File: src/sv/trb_pkg.sv
`default_nettype none
// ----------------------------------------------------------------------------
// trb_pkg
// Shared types and constants of the thermostat register block.
// ----------------------------------------------------------------------------
package trb_pkg;

	typedef enum logic [1:0] {
		CMD_READ     = 2'd0,
		CMD_WRITE    = 2'd1,
		CMD_TICK     = 2'd2,
		CMD_TICK_ALT = 2'd3
	} cmd_t;

	typedef logic [3:0]  reg_idx_t;
	typedef logic [15:0] word_t;

	localparam reg_idx_t REG_ADDRESS = 4'd0;
	localparam reg_idx_t REG_HOLDOFF = 4'd1;
	localparam reg_idx_t REG_UP_HI   = 4'd2;
	localparam reg_idx_t REG_UP_LO   = 4'd3;
	localparam reg_idx_t REG_PROBE   = 4'd4;
	localparam reg_idx_t REG_BOARD   = 4'd5;
	localparam reg_idx_t REG_OFF_TH  = 4'd6;
	localparam reg_idx_t REG_ON_TH   = 4'd7;
	localparam reg_idx_t REG_MODE    = 4'd8;
	localparam reg_idx_t REG_HEATER  = 4'd9;
	localparam reg_idx_t REG_PWM     = 4'd11;
	localparam reg_idx_t REG_RESET   = 4'd14;
	localparam reg_idx_t REG_SAVE    = 4'd15;

	localparam word_t DEFAULT_ADDRESS = 16'h0010;
	localparam word_t HOLDOFF_TICKS   = 16'd30;
	localparam word_t RESET_KEY       = 16'hF00F;
	localparam word_t SENSOR_OFF      = 16'hFFFF;
	localparam word_t SAVE_DONE       = 16'h0100;
	localparam word_t SAVE_REFUSED    = 16'hFF00;
	localparam word_t MODE_PROBE      = 16'd4;
	localparam word_t MODE_BOARD      = 16'd5;

	// one accepted request as seen by the register stores
	typedef struct packed {
		logic     valid;
		cmd_t     cmd;
		reg_idx_t idx;
		word_t    wdata;
		word_t    probe;
		word_t    board;
	} trb_req_t;

	typedef struct packed {
		logic  heater_on;
		word_t pwm;
		word_t address;
	} trb_stat_t;

	// registers held in flip-flops because the tick or an output uses them
	function automatic logic is_ctrl_reg(input reg_idx_t idx);
		logic hit;
		unique case (idx)
			REG_ADDRESS, REG_HOLDOFF, REG_UP_HI, REG_UP_LO, REG_PROBE, REG_BOARD,
			REG_OFF_TH, REG_ON_TH, REG_MODE, REG_HEATER, REG_PWM: hit = 1'b1;
			default: hit = 1'b0;
		endcase
		return hit;
	endfunction

endpackage
`default_nettype wire

File: src/sv/trb_gp_ram.sv
`default_nettype none
// ----------------------------------------------------------------------------
// trb_gp_ram
// General register storage: one write and one registered read port, with
// per-entry valid bits so unwritten entries read as zero after reset.
// ----------------------------------------------------------------------------
module trb_gp_ram
	import trb_pkg::*;
(
	input  wire logic     clk,
	input  wire logic     arst_n,
	input  wire logic     we,
	input  wire reg_idx_t waddr,
	input  wire word_t    wdata,
	input  wire logic     re,
	input  wire reg_idx_t raddr,
	output word_t         rdata
);

	localparam int Depth = 16;

	word_t             mem_q [Depth];
	logic [Depth-1:0]  valid_q;
	word_t             rdata_q;
	logic              rvalid_q;

	always_ff @(posedge clk) begin
		if (we) begin
			mem_q[waddr] <= wdata;
		end
		if (re) begin
			rdata_q <= mem_q[raddr];
		end
	end

	always_ff @(posedge clk or negedge arst_n) begin
		if (!arst_n) begin
			valid_q  <= '0;
			rvalid_q <= 1'b0;
		end else begin
			if (we) begin
				valid_q[waddr] <= 1'b1;
			end
			if (re) begin
				rvalid_q <= valid_q[raddr];
			end
		end
	end

	assign rdata = rvalid_q ? rdata_q : '0;

endmodule
`default_nettype wire

File: src/sv/trb_ctrl_regs.sv
`default_nettype none
// ----------------------------------------------------------------------------
// trb_ctrl_regs
// Control registers with uptime, sensor capture, hold-off and hysteresis.
// ----------------------------------------------------------------------------
module trb_ctrl_regs
	import trb_pkg::*;
(
	input  wire logic     clk,
	input  wire logic     arst_n,
	input  wire trb_req_t req,
	input  wire reg_idx_t rd_idx,
	output word_t         rd_data,
	output trb_stat_t     stat
);

	word_t addr_q, holdoff_q, up_hi_q, up_lo_q, probe_q, board_q;
	word_t off_th_q, on_th_q, mode_q, heat_q, pwm_q;

	word_t addr_d, holdoff_d, up_hi_d, up_lo_d, probe_d, board_d;
	word_t off_th_d, on_th_d, mode_d, heat_d, pwm_d;

	logic signed [15:0] temp;
	logic               is_tick;

	assign is_tick = (req.cmd == CMD_TICK) || (req.cmd == CMD_TICK_ALT);

	always_comb begin
		addr_d    = addr_q;
		holdoff_d = holdoff_q;
		up_hi_d   = up_hi_q;
		up_lo_d   = up_lo_q;
		probe_d   = probe_q;
		board_d   = board_q;
		off_th_d  = off_th_q;
		on_th_d   = on_th_q;
		mode_d    = mode_q;
		heat_d    = heat_q;
		pwm_d     = pwm_q;
		temp      = '0;
		if (req.valid && req.cmd == CMD_WRITE) begin
			unique case (req.idx)
				REG_ADDRESS: addr_d    = req.wdata;
				REG_HOLDOFF: holdoff_d = req.wdata;
				REG_UP_HI:   up_hi_d   = req.wdata;
				REG_UP_LO:   up_lo_d   = req.wdata;
				REG_PROBE:   probe_d   = req.wdata;
				REG_BOARD:   board_d   = req.wdata;
				REG_OFF_TH:  off_th_d  = req.wdata;
				REG_ON_TH:   on_th_d   = req.wdata;
				REG_MODE:    mode_d    = req.wdata;
				REG_HEATER:  heat_d    = req.wdata;
				REG_PWM:     pwm_d     = req.wdata;
				default:     ;
			endcase
		end else if (req.valid && is_tick) begin
			if (up_lo_q == 16'hFFFF) begin
				up_hi_d = up_hi_q + 16'd1;
				up_lo_d = '0;
			end else begin
				up_lo_d = up_lo_q + 16'd1;
			end
			// a slot holding the off marker keeps it
			if (probe_q != SENSOR_OFF) begin
				probe_d = req.probe;
			end
			if (board_q != SENSOR_OFF) begin
				board_d = req.board;
			end
			temp = $signed((mode_q == MODE_PROBE) ? probe_d : board_d);
			if (holdoff_q != '0) begin
				holdoff_d = holdoff_q - 16'd1;
			end else if (mode_q == MODE_PROBE || mode_q == MODE_BOARD) begin
				if (temp < $signed(on_th_q)) begin
					heat_d = 16'd1;
				end else if (temp > $signed(off_th_q)) begin
					heat_d = '0;
				end
			end
		end
	end

	always_ff @(posedge clk or negedge arst_n) begin
		if (!arst_n) begin
			addr_q    <= DEFAULT_ADDRESS;
			holdoff_q <= HOLDOFF_TICKS;
			up_hi_q   <= '0;
			up_lo_q   <= '0;
			probe_q   <= '0;
			board_q   <= '0;
			off_th_q  <= '0;
			on_th_q   <= '0;
			mode_q    <= '0;
			heat_q    <= '0;
			pwm_q     <= '0;
		end else begin
			addr_q    <= addr_d;
			holdoff_q <= holdoff_d;
			up_hi_q   <= up_hi_d;
			up_lo_q   <= up_lo_d;
			probe_q   <= probe_d;
			board_q   <= board_d;
			off_th_q  <= off_th_d;
			on_th_q   <= on_th_d;
			mode_q    <= mode_d;
			heat_q    <= heat_d;
			pwm_q     <= pwm_d;
		end
	end

	always_comb begin
		unique case (rd_idx)
			REG_ADDRESS: rd_data = addr_q;
			REG_HOLDOFF: rd_data = holdoff_q;
			REG_UP_HI:   rd_data = up_hi_q;
			REG_UP_LO:   rd_data = up_lo_q;
			REG_PROBE:   rd_data = probe_q;
			REG_BOARD:   rd_data = board_q;
			REG_OFF_TH:  rd_data = off_th_q;
			REG_ON_TH:   rd_data = on_th_q;
			REG_MODE:    rd_data = mode_q;
			REG_HEATER:  rd_data = heat_q;
			REG_PWM:     rd_data = pwm_q;
			default:     rd_data = '0;
		endcase
	end

	assign stat.heater_on = (heat_q != '0);
	assign stat.pwm       = pwm_q;
	assign stat.address   = addr_q;

endmodule
`default_nettype wire

File: src/sv/thermostat_register_block.sv
`default_nettype none
// ----------------------------------------------------------------------------
// thermostat_register_block
// Hysteresis thermostat behind sixteen 16-bit registers.
// ----------------------------------------------------------------------------
// One request is taken every cycle unless a stalled result is held; the
// result shows in the next cycle, memory data from its registered read.
// The output stage frees itself in the cycle its result is taken, so a new
// request is accepted alongside. Registers used by the tick or the outputs
// live in flip-flops; the rest sit in a small memory whose unwritten
// entries read as zero after reset, so no clearing pass is needed.
module thermostat_register_block
	import trb_pkg::*;
(
	input  wire logic        clk,
	input  wire logic        arst_n,
	input  wire logic        in_valid,
	output logic             in_ready,
	input  wire logic [1:0]  command,
	input  wire logic [3:0]  reg_index,
	input  wire logic [15:0] write_value,
	input  wire logic signed [15:0] probe_temp,
	input  wire logic signed [15:0] board_temp,
	output logic             out_valid,
	input  wire logic        out_ready,
	output logic [15:0]      read_data,
	output logic             heater_on,
	output logic [15:0]      pwm_compare,
	output logic [15:0]      device_address,
	output logic             reset_request,
	output logic             save_request
);

	trb_req_t  req;
	trb_stat_t stat;
	logic      accept;
	logic      gp_hit;
	word_t     stored_val;
	word_t     ctrl_rdata;
	word_t     gp_rdata;

	logic      v_s1;
	cmd_t      cmd_s1;
	reg_idx_t  idx_s1;
	word_t     wdata_s1;
	logic      rst_s1;
	logic      save_s1;

	assign in_ready = !v_s1 || out_ready;
	assign accept   = in_valid && in_ready;

	assign req.valid = accept;
	assign req.cmd   = cmd_t'(command);
	assign req.idx   = reg_index;
	assign req.wdata = write_value;
	assign req.probe = probe_temp;
	assign req.board = board_temp;

	assign gp_hit = !is_ctrl_reg(reg_index);

	// the save register resolves to done or refused against the address
	always_comb begin
		if (reg_index == REG_SAVE) begin
			stored_val = (write_value == stat.address) ? SAVE_DONE : SAVE_REFUSED;
		end else begin
			stored_val = write_value;
		end
	end

	trb_ctrl_regs u_ctrl (
		.clk     (clk),
		.arst_n  (arst_n),
		.req     (req),
		.rd_idx  (idx_s1),
		.rd_data (ctrl_rdata),
		.stat    (stat)
	);

	trb_gp_ram u_ram (
		.clk    (clk),
		.arst_n (arst_n),
		.we     (accept && req.cmd == CMD_WRITE && gp_hit),
		.waddr  (reg_index),
		.wdata  (stored_val),
		.re     (accept && req.cmd == CMD_READ),
		.raddr  (reg_index),
		.rdata  (gp_rdata)
	);

	always_ff @(posedge clk or negedge arst_n) begin
		if (!arst_n) begin
			v_s1 <= 1'b0;
		end else if (in_ready) begin
			v_s1 <= in_valid;
		end
	end

	always_ff @(posedge clk) begin
		if (accept) begin
			cmd_s1   <= req.cmd;
			idx_s1   <= reg_index;
			wdata_s1 <= stored_val;
			rst_s1   <= (req.cmd == CMD_WRITE) && (reg_index == REG_RESET)
			            && (write_value == RESET_KEY);
			save_s1  <= (req.cmd == CMD_WRITE) && (reg_index == REG_SAVE)
			            && (write_value == stat.address);
		end
	end

	// control registers are read live: nothing changes them until this result goes
	always_comb begin
		unique case (cmd_s1)
			CMD_READ:  read_data = is_ctrl_reg(idx_s1) ? ctrl_rdata : gp_rdata;
			CMD_WRITE: read_data = wdata_s1;
			default:   read_data = '0;
		endcase
	end

	assign out_valid      = v_s1;
	assign heater_on      = stat.heater_on;
	assign pwm_compare    = stat.pwm;
	assign device_address = stat.address;
	assign reset_request  = rst_s1;
	assign save_request   = save_s1;

endmodule
`default_nettype wire

File: config.mk
export PLATFORM = sky130hd
export DESIGN_NAME = thermostat_register_block
export DESIGN_NICKNAME = d
export VERILOG_FILES = /design/src/sv/trb_pkg.sv /design/src/sv/trb_gp_ram.sv /design/src/sv/trb_ctrl_regs.sv /design/src/sv/thermostat_register_block.sv
export SDC_FILE = /design/constraint.sdc
export NUM_CORES = 1
export LEC_CHECK = 0
export BUFFER_PORTS_ARGS = -buffer_cell sky130_fd_sc_hd__buf_4
export CAP_MARGIN = 10
export CELL_PAD_IN_SITES_DETAIL_PLACEMENT = 1
export CELL_PAD_IN_SITES_GLOBAL_PLACEMENT = 1
export CORE_UTILIZATION = 29
export CTS_CLUSTER_DIAMETER = 60
export CTS_CLUSTER_SIZE = 12
export DETAILED_ROUTE_END_ITERATION = 6
export PLACE_DENSITY = 0.52
export REMOVE_ABC_BUFFERS = 1
export SETUP_SLACK_MARGIN = 0.15
export SLEW_MARGIN = 20
export SYNTH_ARGS = -nofsm -noshare
export SYNTH_HDL_FRONTEND = slang
export SYNTH_SLANG_ARGS = --single-unit
File: constraint.sdc
create_clock -name clk -period 5.33 [get_ports clk]
set_input_delay 0.7995 -clock clk [delete_from_list [all_inputs] [get_ports clk]]
set_output_delay 0.7995 -clock clk [all_outputs]
set_load 0.01 [all_outputs]
* Yosys cells after proc, flatten, opt, wreduce, memory -nomap -nowiden
Memory sizes are Yosys's and may differ from the RTL's. A register that Yosys moved wholly into a read port is not among the register bits.
Index checks and enable logic that the tools add are counted.
** Operators by class
- $add $sub $neg :: 3
- $lt $le $gt $ge :: 4
- Equality and inequality tests :: 40
- Muxes and demuxes :: 46
- Bitwise operators :: 1
- Reduce and logical (&&, ||, !) cells :: 37
** Operators by type and width (count)
- 16-bit two-way mux :: 36
- 16-bit case mux with 11 select lines :: 1
- 16-bit by 1-bit adder with 16-bit output (second input constant) :: 2
- 16-bit equality test (second input constant) :: 2
- 16-bit by 3-bit equality test with 1-bit output (second input constant) :: 2
- 4-bit by 3-bit equality test with 1-bit output (second input constant) :: 8
- 4-bit equality test (second input constant) :: 8
- 16-bit != test (second input constant) :: 2
- 16-bit case mux with 2 select lines :: 1
- 16-bit nonzero test :: 2
- 16-bit equality test :: 1
- 4-bit by 2-bit equality test with 1-bit output (second input constant) :: 4
- 16-bit > comparator :: 1
- 16-bit less-than comparator :: 1
- 16-bit OR :: 1
- 2-bit AND reduction :: 8
- 16-bit by 1-bit subtractor with 16-bit output (second input constant) :: 1
- 2-bit by 1-bit != test with 1-bit output (second input constant) :: 6
- 1-bit logical AND :: 10
- 4-bit by 1-bit equality test with 1-bit output (second input constant) :: 2
- 4-bit logical NOT :: 2
- 2-bit nonzero test :: 4
- 3-bit AND reduction :: 2
- 4-bit by 5-bit less-than comparator with 1-bit output (second input constant) :: 1
- 13 further kinds :: 23
** Word-level totals
- Flip-flop bits (word level) :: 218
- Memory bits (writable) :: 256
- ROM bits :: 32
- Logic and storage cells :: 153
- Memories :: 3
** Memory list
- u_ram.mem_q :: depth 16, bits a word 16, read ports 1, clocked after Yosys merged registers in 1, write ports 1, RTL line trb_gp_ram.sv:22 : word_t mem_q [Depth];
- (no name shown) :: depth 16, bits a word 1, read ports 1, clocked after Yosys merged registers in 1, write ports 0, RTL line trb_pkg.sv:60 : unique case (idx)
- (no name shown) :: depth 16, bits a word 1, read ports 1, clocked after Yosys merged registers in 0, write ports 0, RTL line trb_pkg.sv:60

* Logic depth before layout (Yosys ltp)
Gate-level depths: netlist of the first run.
- Depth after elaboration :: 14
- Gate-level depth with buffers :: 14

* Hierarchy
A second synthesis of the first run with hierarchy kept.
** Second synthesis, totals
- Cell total of the unflattened synthesis :: 1730
- Area total of the unflattened synthesis :: 22720.5 um^2
** By module, submodules not included
- trb_gp_ram :: instances 1, cells each 453, area an instance 10994.3 um^2, seq. area each 8593.2 um^2
- trb_ctrl_regs :: instances 1, cells each 1110, area an instance 10112.2 um^2, seq. area each 4410.5 um^2
- thermostat_register_block :: instances 1, cells each 167, area an instance 1614.0 um^2, seq. area each 765.7 um^2

* Least setup slack after synthesis of the first run
OpenSTA, ideal clock, no wires.
- Kind :: register to register
- Start point :: reg u_ctrl.mode_q[5]
- End point :: reg u_ctrl.heat_q[1]
- Data arrival time :: 3629 ps
- Required time :: 5208 ps
- Setup slack :: 1580 ps
- Cell stages (with the launch flop) :: 15
- Path buffers :: 2
- Clock period less this slack :: 3750 ps
- Cell sequence :: dfrtp_1 > or4_1 > nor4_4 > clkbuf_1 > nor3_1 > a21oi_1 > ha_1 > a21o_1 > a21oi_1 > o221ai_1 > a211oi_1 > mux2_2 > a21o_1 > buf_6 > a32o_1
** Between the ends
- Cells in the longest elaborated chain, start to end :: 8
- Elaborated cells on any way between the ends :: 14
- Classes of those cells :: 2 x order compare; 2 x eq/ne; 6 x mux; 4 x reduce/logical
** Ends and longest elaborated chain
- from (decl) :: RTL line trb_ctrl_regs.sv:18 : word_t off_th_q, on_th_q, mode_q, heat_q, pwm_q;
- from (signal assigned) :: RTL line trb_ctrl_regs.sv:105 : mode_q <= mode_d;
- 16-bit by 3-bit equality test with 1-bit output :: RTL line trb_ctrl_regs.sv:70, trb_ctrl_regs.sv:73
- 16-bit two-way mux :: RTL line trb_ctrl_regs.sv:70 : temp = $signed((mode_q == MODE_PROBE) ? probe_d : board_d);
- 16-bit less-than comparator :: RTL line trb_ctrl_regs.sv:74 : if (temp < $signed(on_th_q)) begin
- 16-bit two-way mux :: RTL line trb_ctrl_regs.sv:74
- 16-bit two-way mux :: RTL line trb_ctrl_regs.sv:73 : end else if (mode_q == MODE_PROBE || mode_q == MODE_BOARD) begin
- 16-bit two-way mux :: RTL line trb_ctrl_regs.sv:71 : if (holdoff_q != '0) begin
- 16-bit two-way mux :: RTL line trb_ctrl_regs.sv:56 : end else if (req.valid && is_tick) begin
- 16-bit two-way mux :: RTL line trb_ctrl_regs.sv:41 : if (req.valid && req.cmd == CMD_WRITE) begin
- to (signal assigned) :: RTL line trb_ctrl_regs.sv:106 : heat_q <= heat_d;
- to (decl) :: RTL line trb_ctrl_regs.sv:18
Parallel ways exist; a longest one is shown, timed or not. The select of a mux whose other input is x is not followed.
A chain may end at the register's enable or synchronous reset.

* Worst setup path after layout of the first run
Ends and elaborated chain as after synthesis.

==> results by group, run 1 <==
Outcome
  – Status: finished, final reports clean

Setup path
  – Cells along the critical path: or4_1 -> nor4_4 -> buf_4 -> nor3_1 -> a21oi_1 -> ha_1 -> nand4_1 -> a211oi_1 -> a211oi_1 -> mux2_2 -> a21o_1 -> a32o_1
  – Critical-path maximum fanout: 20
  – R2R depth: 12
  – CP endpoint: u_ctrl.heat_q[1]
  – Peak per-stage delay on the critical path: just under 900 ps
  – Crit. Startpoint: u_ctrl.mode_q[5]
  – CP max stage cell: nor4_4
  – Crit end category: register
  – R2r startpoint: u_ctrl.mode_q[5]
  – R2R setup slack: roughly 820 ps
  – Kind of critical path: register to register
  – Worst Path Arrival: between 5000 and 6000 ps
  – Crit path launch type: register
  – Most frequent CP cell: a211oi_1
  – Worst r2r dst: u_ctrl.heat_q[1]
  – Critical Path RT: 5850 ps

Synthesis
  – Sequential area share after synthesis: 0.603
  – Primary FF master, synth: edfxtp_1
  – YS warnings: 0
  – Netlist cell types: between 70 and 80
  – Yosys top cell area share: 0.389
  – Synth async-reset ratio: 0.395
  – Synthesized instance count: about 1800
  – Avg Synthesized Cell Area: approximately 13 um^2
  – Post-Syn Area: approximately 0.023 mm^2
  – Top cells by area, synth: edfxtp_1 (39%), dfrtp_1 (21%), mux4_2 (8.4%)
  – Flops & latches, synth: around 500
  – EDFF count, synth: approximately 300
  – Leading area contributor after synthesis: edfxtp_1

Clock tree
  – Htree depth: 2
  – CTS tree: yes
  – CTS Hold Buffers Added: 0
  – CTS Buffer Depth: 3
  – Sink Count: 491
  – Clk_lat worst skew: between 600 and 700 ps
  – Clk slew on worst S/H paths: about 60 ps
  – CTS Root Cell: clkbuf_16
  – Post-CTS setup buffer count: 0
  – Post_cts resized: 0
  – CTS buffer count: 58

Placement
  – Post-DP HPWL: 59500 um
  – RD Place Congestion: 0.916
  – PortBufs: 110

Timing
  – Min cycle time layout: 4510 ps
  – Final hold vios: 0
  – Worst clock skew: 29.1 ps
  – Crit share post-route: 0.846
  – RSZ-0062 raised after global routing: no
  – Final TNS setup: 0 ps
  – Least-Margin Pin Slew: roughly 1000 ps
  – Headroom to the max-slew limit: 0.316
  – Highest clock rate: between 0.2 and 0.25 GHz
  – Final Max Tran Viols: 0
  – Final setup violating endpoints: 0

Route
  – Via-to-Cell Ratio: around 5.3
  – DRC: 0
  – Initial DRC count: ~1400
  – Drt wl/cell: about 27 um
  – Post-DRT Antenna Nets: 0
  – Initial DRT Pass Iterations: 5
  – DR vias: between 15000 and 20000
  – WL final: approximately 85000 um

Flow run
  – Max_cap viols: 0

Power
  – Switching power: slightly below 3000 uW
  – P_int: 7230 uW
  – Power per cell area: about 370 mW/mm^2
  – Peak supply drop: around 0.00026 V
  – Logic gate share of total power: 0.134
  – Switching Fraction: 0.289
  – Part of the power in registers: 0.480
  – Static leakage: 0.0106 uW
  – Clock power share: 0.386

Floorplan
  – DIE HEIGHT: 283 um
  – Die area: around 0.080 mm^2
  – Cell row count: 102
  – Core box area: around 0.078 mm^2
  – Die width: ~280 um
  – Top-Level Pins: 111
  – Initial Utilization: 0.294

Global route
  – Vias in the first global route: ~17000
  – GRT Total Usage: 0.215
  – Initial antenna violation count: 2
  – First-pass GRT wire length: around 120000 um
  – Global route overflow: 0
  – Largest net degree at the start of global routing: 99

Cells and area
  – Share of post-route cells with drive strength above 1: 0.204
  – Largest reg by FF count: u_ram.mem_q
  – Area Growth Syn to Fin: 20.1%
  – Nets: between 2000 and 2500
  – Final core utilization: 0.353
  – Largest register FFs: about 260
  – Antenna cells: 0

Hold path
  – HP Class: input port to asynchronous set/reset pin
cell usage in the layout, fill, tap and decap left out, drive strengths merged, types with 7 or more instances in the layout:
master	netlist	layout
dfrtp	189	189
o31ai	23	23
nor4	20	20
o22ai	10	10
a31oi	16	16
xor2	16	16
a21o	9	9
inv	49	52
a221oi	23	23
nor3	53	53
nand2	102	102
ha	34	34
clkbuf	100	83
buf	31	151
mux2i	20	20
mux2	61	61
nand3	25	25
edfxtp	296	296
a311oi	8	8
conb	1	176
nand4	26	26
and3	13	13
o21a	11	11
nand2b	20	20
a21oi	135	135
and2	14	14
a22oi	16	16
a22o	14	14
o22a	13	13
o21ai	103	103
mux4	85	85
or4	8	8
clkinv	0	15
nor2b	17	17
nor3b	7	7
nor2	136	136
logic make-up (layout without fill, tap and decap cells):
kind of cell,Yosys count,after routing,synth area share
AOI/OAI and AO/OA,428,428,0.120
DFF,491,491,0.603
and+or+nand+nor,460,460,0.0995
muxes,166,166,0.123
adders and majority gates,34,34,0.0186
xor gates and xnor gates,16,16,0.00613
other,1,176,0.000164
buffers and inverters,180,310,0.0307
metrics by stage:
step                worst slack (ps)  cells  area [um^2]  total power (uW)  hold slack, ps
global placement                 950   3012        25500              6260             361
global route                     598   3121        27400             10600             364
CTS                              843   3121        27400             10300             314
floorplan                        164   1820        23000              5510             349
finish                           821   3121        27400             10200             321
detailed placement               887   3012        25500              6300             363
critical path, delay by kind of cell (launching register included):
family                     cells  cell delay (ps)
and+or+nand+nor                4             1730
AOI/OAI and AO/OA              5             1070
muxes                          1              460
DFF                            1              400
buffers and inverters          1              380
adders and majority gates      1              330
worst min path at each step:
stage / startpoint / endpoint / slack [ps] / cells after the start
final: arst_n / u_ctrl.up_hi_q[3] / 320 / 1
after global routing: arst_n / u_ctrl.up_hi_q[3] / 360 / 1
after CTS: arst_n / out_valid / 310 / 1
after detailed placement: u_ram.valid_q[2] / u_ram.valid_q[2] / 360 / 0
after global placement: u_ram.valid_q[7] / u_ram.valid_q[7] / 360 / 0
after floorplan: u_ram.valid_q[2] / u_ram.valid_q[2] / 350 / 0
power groups by stage:
stage	registers, uW	clock network (uW)	logic, uW
global placement	4930	0	1330
floorplan	4750	0	763
global route	4920	4170	1490
finish	4890	3930	1360
CTS	4870	4050	1360
detailed placement	4950	0	1350
synth_stat cells (15+ instances only):
cell,number
edfxtp_1,296
a21oi_1,135
a221oi_1,23
o31ai_1,22
nand4_1,26
a22oi_1,16
clkbuf_1,100
dfrtp_1,189
nand2_1,102
mux4_2,85
nand2b_1,20
nor4_1,19
nor2b_1,17
nor3_1,52
o21ai_0,95
buf_1,15
ha_1,34
mux2i_1,20
buf_2,15
nor2_1,135
inv_1,49
mux2_2,60
nand3_1,25
a31oi_1,16
xor2_1,16
layer usage:
metal / GRT usage / up-vias / part of all wire
met5: 0 / - / 0.00015
met4: 0.0701 / 2 / 0.031
met3: 0.0355 / 122 / 0.057
met2: 0.346 / 518 / 0.46
met1: 0.295 / 8601 / 0.45
li1: - / 7164 / -
final cells by class:
type | instances | area (um^2)
clock buffers | 82 | 1570
clock inverters | 27 | 302
fillers | 8269 | 50300
inverters | 49 | 184
multi-input cells | 1280 | 9140
flip-flops and latches | 491 | 13800
well taps | 1040 | 1300
repair buffers | 152 | 1170
Note: power is estimated with default switching activity, not from simulation.
==> run 2, diff against run 1 <==
--- a/config.mk
+++ b/config.mk
@@ -5,6 +5,7 @@
 export SDC_FILE = /design/constraint.sdc
 export NUM_CORES = 1
 export LEC_CHECK = 0
+export ABC_AREA = 1
 export BUFFER_PORTS_ARGS = -buffer_cell sky130_fd_sc_hd__buf_4
 export CAP_MARGIN = 10
 export CELL_PAD_IN_SITES_DETAIL_PLACEMENT = 1
@@ -13,7 +14,7 @@
 export CTS_CLUSTER_DIAMETER = 60
 export CTS_CLUSTER_SIZE = 12
 export DETAILED_ROUTE_END_ITERATION = 6
-export PLACE_DENSITY = 0.52
+export PLACE_DENSITY = 0.54
 export REMOVE_ABC_BUFFERS = 1
 export SETUP_SLACK_MARGIN = 0.15
 export SLEW_MARGIN = 20
==> constraint.sdc (replaced) <==
create_clock -name clk -period 4.66 [get_ports clk]
set_input_delay 0.699 -clock clk [delete_from_list [all_inputs] [get_ports clk]]
set_output_delay 0.699 -clock clk [all_outputs]
set_load 0.01 [all_outputs]
==> run 2 against run 1 <==
Critical endpoint is now read_data[8]. Clock skew down 4.0 ps. Non-clock buffer count increased by 4. Sequential cell count did not move. Total power up 17%. Register-to-register slack worse by 60 ps. Combinational power increased by 35%. Sequential share of layout area is 0.77 points higher. Setup slack got worse by 210 ps. Wire length grew 0.13%. First-iteration DRC count up 7.4%.
==> results by group, run 2 <==
Setup path
  – Worst Path Arrival: 3350 ps (was 5030 ps)
  – Critical Path RT: 3960 ps (was 5850 ps)
  – Crit. Startpoint: idx_s1[2] (was u_ctrl.mode_q[5])
  – Critical-path maximum fanout: 15 (was 20)
  – Worst r2r dst: u_ctrl.heat_q[0] (was u_ctrl.heat_q[1])
  – Kind of critical path: register to output pin (was register to register)
  – R2r startpoint: u_ctrl.mode_q[12] (was u_ctrl.mode_q[5])
  – Peak per-stage delay on the critical path: 480 ps (was 890 ps)
  – Crit end category: output pin (was register)
  – R2R setup slack: 760 ps (was 820 ps)
  – CP endpoint: read_data[8] (was u_ctrl.heat_q[1])
  – R2R depth: 19 (was 12)
  – Most frequent CP cell: o21ai_0 (was a211oi_1)
  – CP max stage cell: nand2_1 (was nor4_4)
  – Crit path launch type: register (unchanged)
  – Cells along the critical path: inv_1 -> nor2_1 -> nand2_1 -> o2111a_1 -> nand3_1 -> o21ai_0 -> o21ai_0 -> buf_4 (was or4_1 -> nor4_4 -> buf_4 -> nor3_1 -> a21oi_1 -> ha_1 -> nand4_1 -> a211oi_1 -> a211oi_1 -> mux2_2 -> a21o_1 -> a32o_1)

Synthesis
  – Netlist cell types: 57 (was 78)
  – YS warnings: 0 (unchanged)
  – Post-Syn Area: 0.0224 mm^2 (was 0.0228 mm^2)
  – Avg Synthesized Cell Area: 10.4 um^2 (was 12.9 um^2)
  – Most common cell in the synthesized netlist: nand2_1 (was edfxtp_1)
  – Yosys top cell area share: 0.396 (was 0.389)
  – Primary FF master, synth: edfxtp_1 (unchanged)
  – EDFF count, synth: 296 (unchanged)
  – Flops & latches, synth: 491 (unchanged)
  – Leading area contributor after synthesis: edfxtp_1 (unchanged)
  – Synth async-reset ratio: 0.395 (unchanged)
  – Synthesized instance count: 2158 (was 1776)
  – Sequential area share after synthesis: 0.613 (was 0.603)
  – Top post-synthesis cells by count: nand2_1 (346), edfxtp_1 (296), dfrtp_1 (189) (was edfxtp_1 (296), dfrtp_1 (189), a21oi_1 (135), nor2_1 (135), nand2_1 (102))
  – Top cells by area, synth: edfxtp_1 (40%), dfrtp_1 (21%), nand2_1 (5.8%) (was edfxtp_1 (39%), dfrtp_1 (21%), mux4_2 (8.4%))

Cells and area
  – Fill cells: 8655 (was 8269)
  – Largest register FFs: 256 (unchanged)
  – Final core utilization: 0.354 (was 0.353)
  – Antenna cells: 0 (unchanged)
  – Non-filler cells, final: 3505 (was 3121)
  – Area Growth Syn to Fin: 20.4% (was 20.1%)
  – Most frequent cells in the layout: nand2_1 (346), edfxtp_1 (296), dfrtp_1 (189) (was edfxtp_1 (296), dfrtp_1 (189), conb_1 (176))
  – Largest reg by FF count: u_ram.mem_q (unchanged)
  – Share of post-route cells with drive strength above 1: 0.143 (was 0.204)
  – Most common cell after layout, fill and taps aside: nand2_1 (was edfxtp_1)
  – Final design area excluding fillers: 0.0270 mm^2 (was 0.0274 mm^2)
  – Nets: 2520 (was 2124)

Floorplan
  – Die area: 0.0785 mm^2 (was 0.0799 mm^2)
  – Initial Utilization: 0.294 (about the same)
  – Cell row count: 101 (was 102)
  – DIE HEIGHT: 280 um (was 283 um)
  – Die width: 280 um (was 283 um)
  – Core box area: 0.0763 mm^2 (was 0.0777 mm^2)
  – Top-Level Pins: 111 (unchanged)

Route
  – Drt wl/cell: 24.2 um (was 27.2 um)
  – Via-to-Cell Ratio: 5.10 (was 5.26)
  – Post-DRT Antenna Nets: 0 (unchanged)
  – Initial DRT Pass Iterations: 5 (unchanged)
  – DR vias: 17900 (was 16400)
  – WL final: 84900 um (was 84800 um)
  – DRC: 0 (unchanged)
  – Initial DRC count: 1451 (was 1351)

Timing
  – Crit share post-route: 0.870
  – Final hold vios: 0 (unchanged)
  – Final setup violating endpoints: 0 (unchanged)
  – Final Max Tran Viols: 0 (unchanged)
  – Worst clock skew: 25.1 ps (was 29.1 ps)
  – Min cycle time layout: between 4000 and 5000 ps
  – RSZ-0062 raised after global routing: no (unchanged)
  – Final TNS setup: 0 ps (unchanged)
  – Least-Margin Pin Slew: 1100 ps (was 1030 ps)
  – Highest clock rate: around 0.25 GHz
  – Headroom to the max-slew limit: 0.266 (was 0.316)

Global route
  – Initial antenna violation count: 3 (was 2)
  – Vias in the first global route: 18300 (was 17100)
  – Global route overflow: 0 (unchanged)
  – Largest net degree at the start of global routing: 130 (was 99)
  – First-pass GRT wire length: 124000 um (was 123000 um)
  – GRT Total Usage: 0.215 (about the same)

Clock tree
  – CTS Root Cell: clkbuf_16 (unchanged)
  – CTS tree: yes (unchanged)
  – Htree depth: 2 (unchanged)
  – Post_cts resized: 0 (unchanged)
  – CTS Hold Buffers Added: 0 (unchanged)
  – Sink Count: 491 (unchanged)
  – Clk_lat worst skew: 630 ps (was 640 ps)
  – CTS Buffer Depth: 3 (unchanged)
  – CTS buffer count: 56 (was 58)
  – Clk slew on worst S/H paths: 60 ps (about the same)
  – Post-CTS setup buffer count: 0 (unchanged)

Power
  – Pwr Total: 11900 uW (was 10200 uW)
  – Peak supply drop: 0.000298 V (was 0.000257 V)
  – Static leakage: 0.0109 uW (was 0.0106 uW)
  – Power per cell area: 439 mW/mm^2 (was 371 mW/mm^2)

Placement
  – RD Place Congestion: 0.961 (was 0.916)
  – Placed Cells: 3400 (was 3012)
  – PortBufs: 110 (unchanged)
  – Post-DP HPWL: 59100 um (was 59500 um)
  – Area post-placement: 0.0252 mm^2 (was 0.0255 mm^2)

Outcome
  – Status: finished, final reports clean (unchanged)

Flow run
  – Max_cap viols: 0 (unchanged)

Hold path
  – HP Class: input port to asynchronous set/reset pin (unchanged)
## run 2: report_power, final
group          internal, uW  switching, uW
registers              5120            440
logic                   620           1220
clock network          2530           1930
total                  8270           3590
## run 2: worst max-delay path: cells and delay by family (launching register included)
| family | cells | cell delay (ps) |
|---|---|---|
| flip-flops | 1 | 450 |
| buffers and inverters | 2 | 300 |
| AO/OA/AOI/OAI | 3 | 950 |
| AND/OR/NAND/NOR | 3 | 1020 |
## run 2: worst min path at each step
stage	from	end	slack, ps	cells after the start
after global placement	u_ram.valid_q[1]	u_ram.valid_q[1]	370	0
after floorplan	u_ram.valid_q[11]	u_ram.valid_q[11]	350	0
after detailed placement	u_ram.valid_q[7]	u_ram.valid_q[7]	370	0
after global routing	arst_n	u_ctrl.up_hi_q[3]	130	1
final	arst_n	u_ctrl.up_hi_q[3]	90	1
after CTS	arst_n	u_ctrl.holdoff_q[12]	120	1
## run 2: final cells by class
| type | count | area, um^2 | share of cell area |
|---|---|---|---|
| repair buffers | 156 | 1230 | 0.0454 |
| inverters | 161 | 604 | 0.0224 |
| well taps | 1030 | 1290 | 0.0477 |
| clock inverters | 21 | 265 | 0.00981 |
| clock buffers | 84 | 1570 | 0.0580 |
| multi-input cells | 1562 | 8310 | 0.307 |
| flip-flops and latches | 491 | 13800 | 0.509 |
## run 2: logic make-up after synthesis
| logic type | Yosys count | synth area share |
|---|---|---|
| flops | 491 | 0.613 |
| xor+xnor | 16 | 0.00624 |
| compound gates | 592 | 0.163 |
| fa+ha+maj | 34 | 0.0190 |
| other cells | 1 | 0.000167 |
| simple gates | 744 | 0.149 |
| buf+inv | 280 | 0.0490 |
## run 2: per-stage QoR
stage	hold WS [ps]	setup WS, ps
finish	94.9	608
CTS	115	449
detailed placement	368	850
global route	128	411
floorplan	354	-26.9
global placement	365	905
## run 2: routing by layer
metal  up-vias  wire length (um)  track usage
met5         -                38            0
met4         6              2280       0.0663
met3       118              4960       0.0346
met2       499             39100        0.346
met1      9104             38500        0.297
li1       8146                 -            -
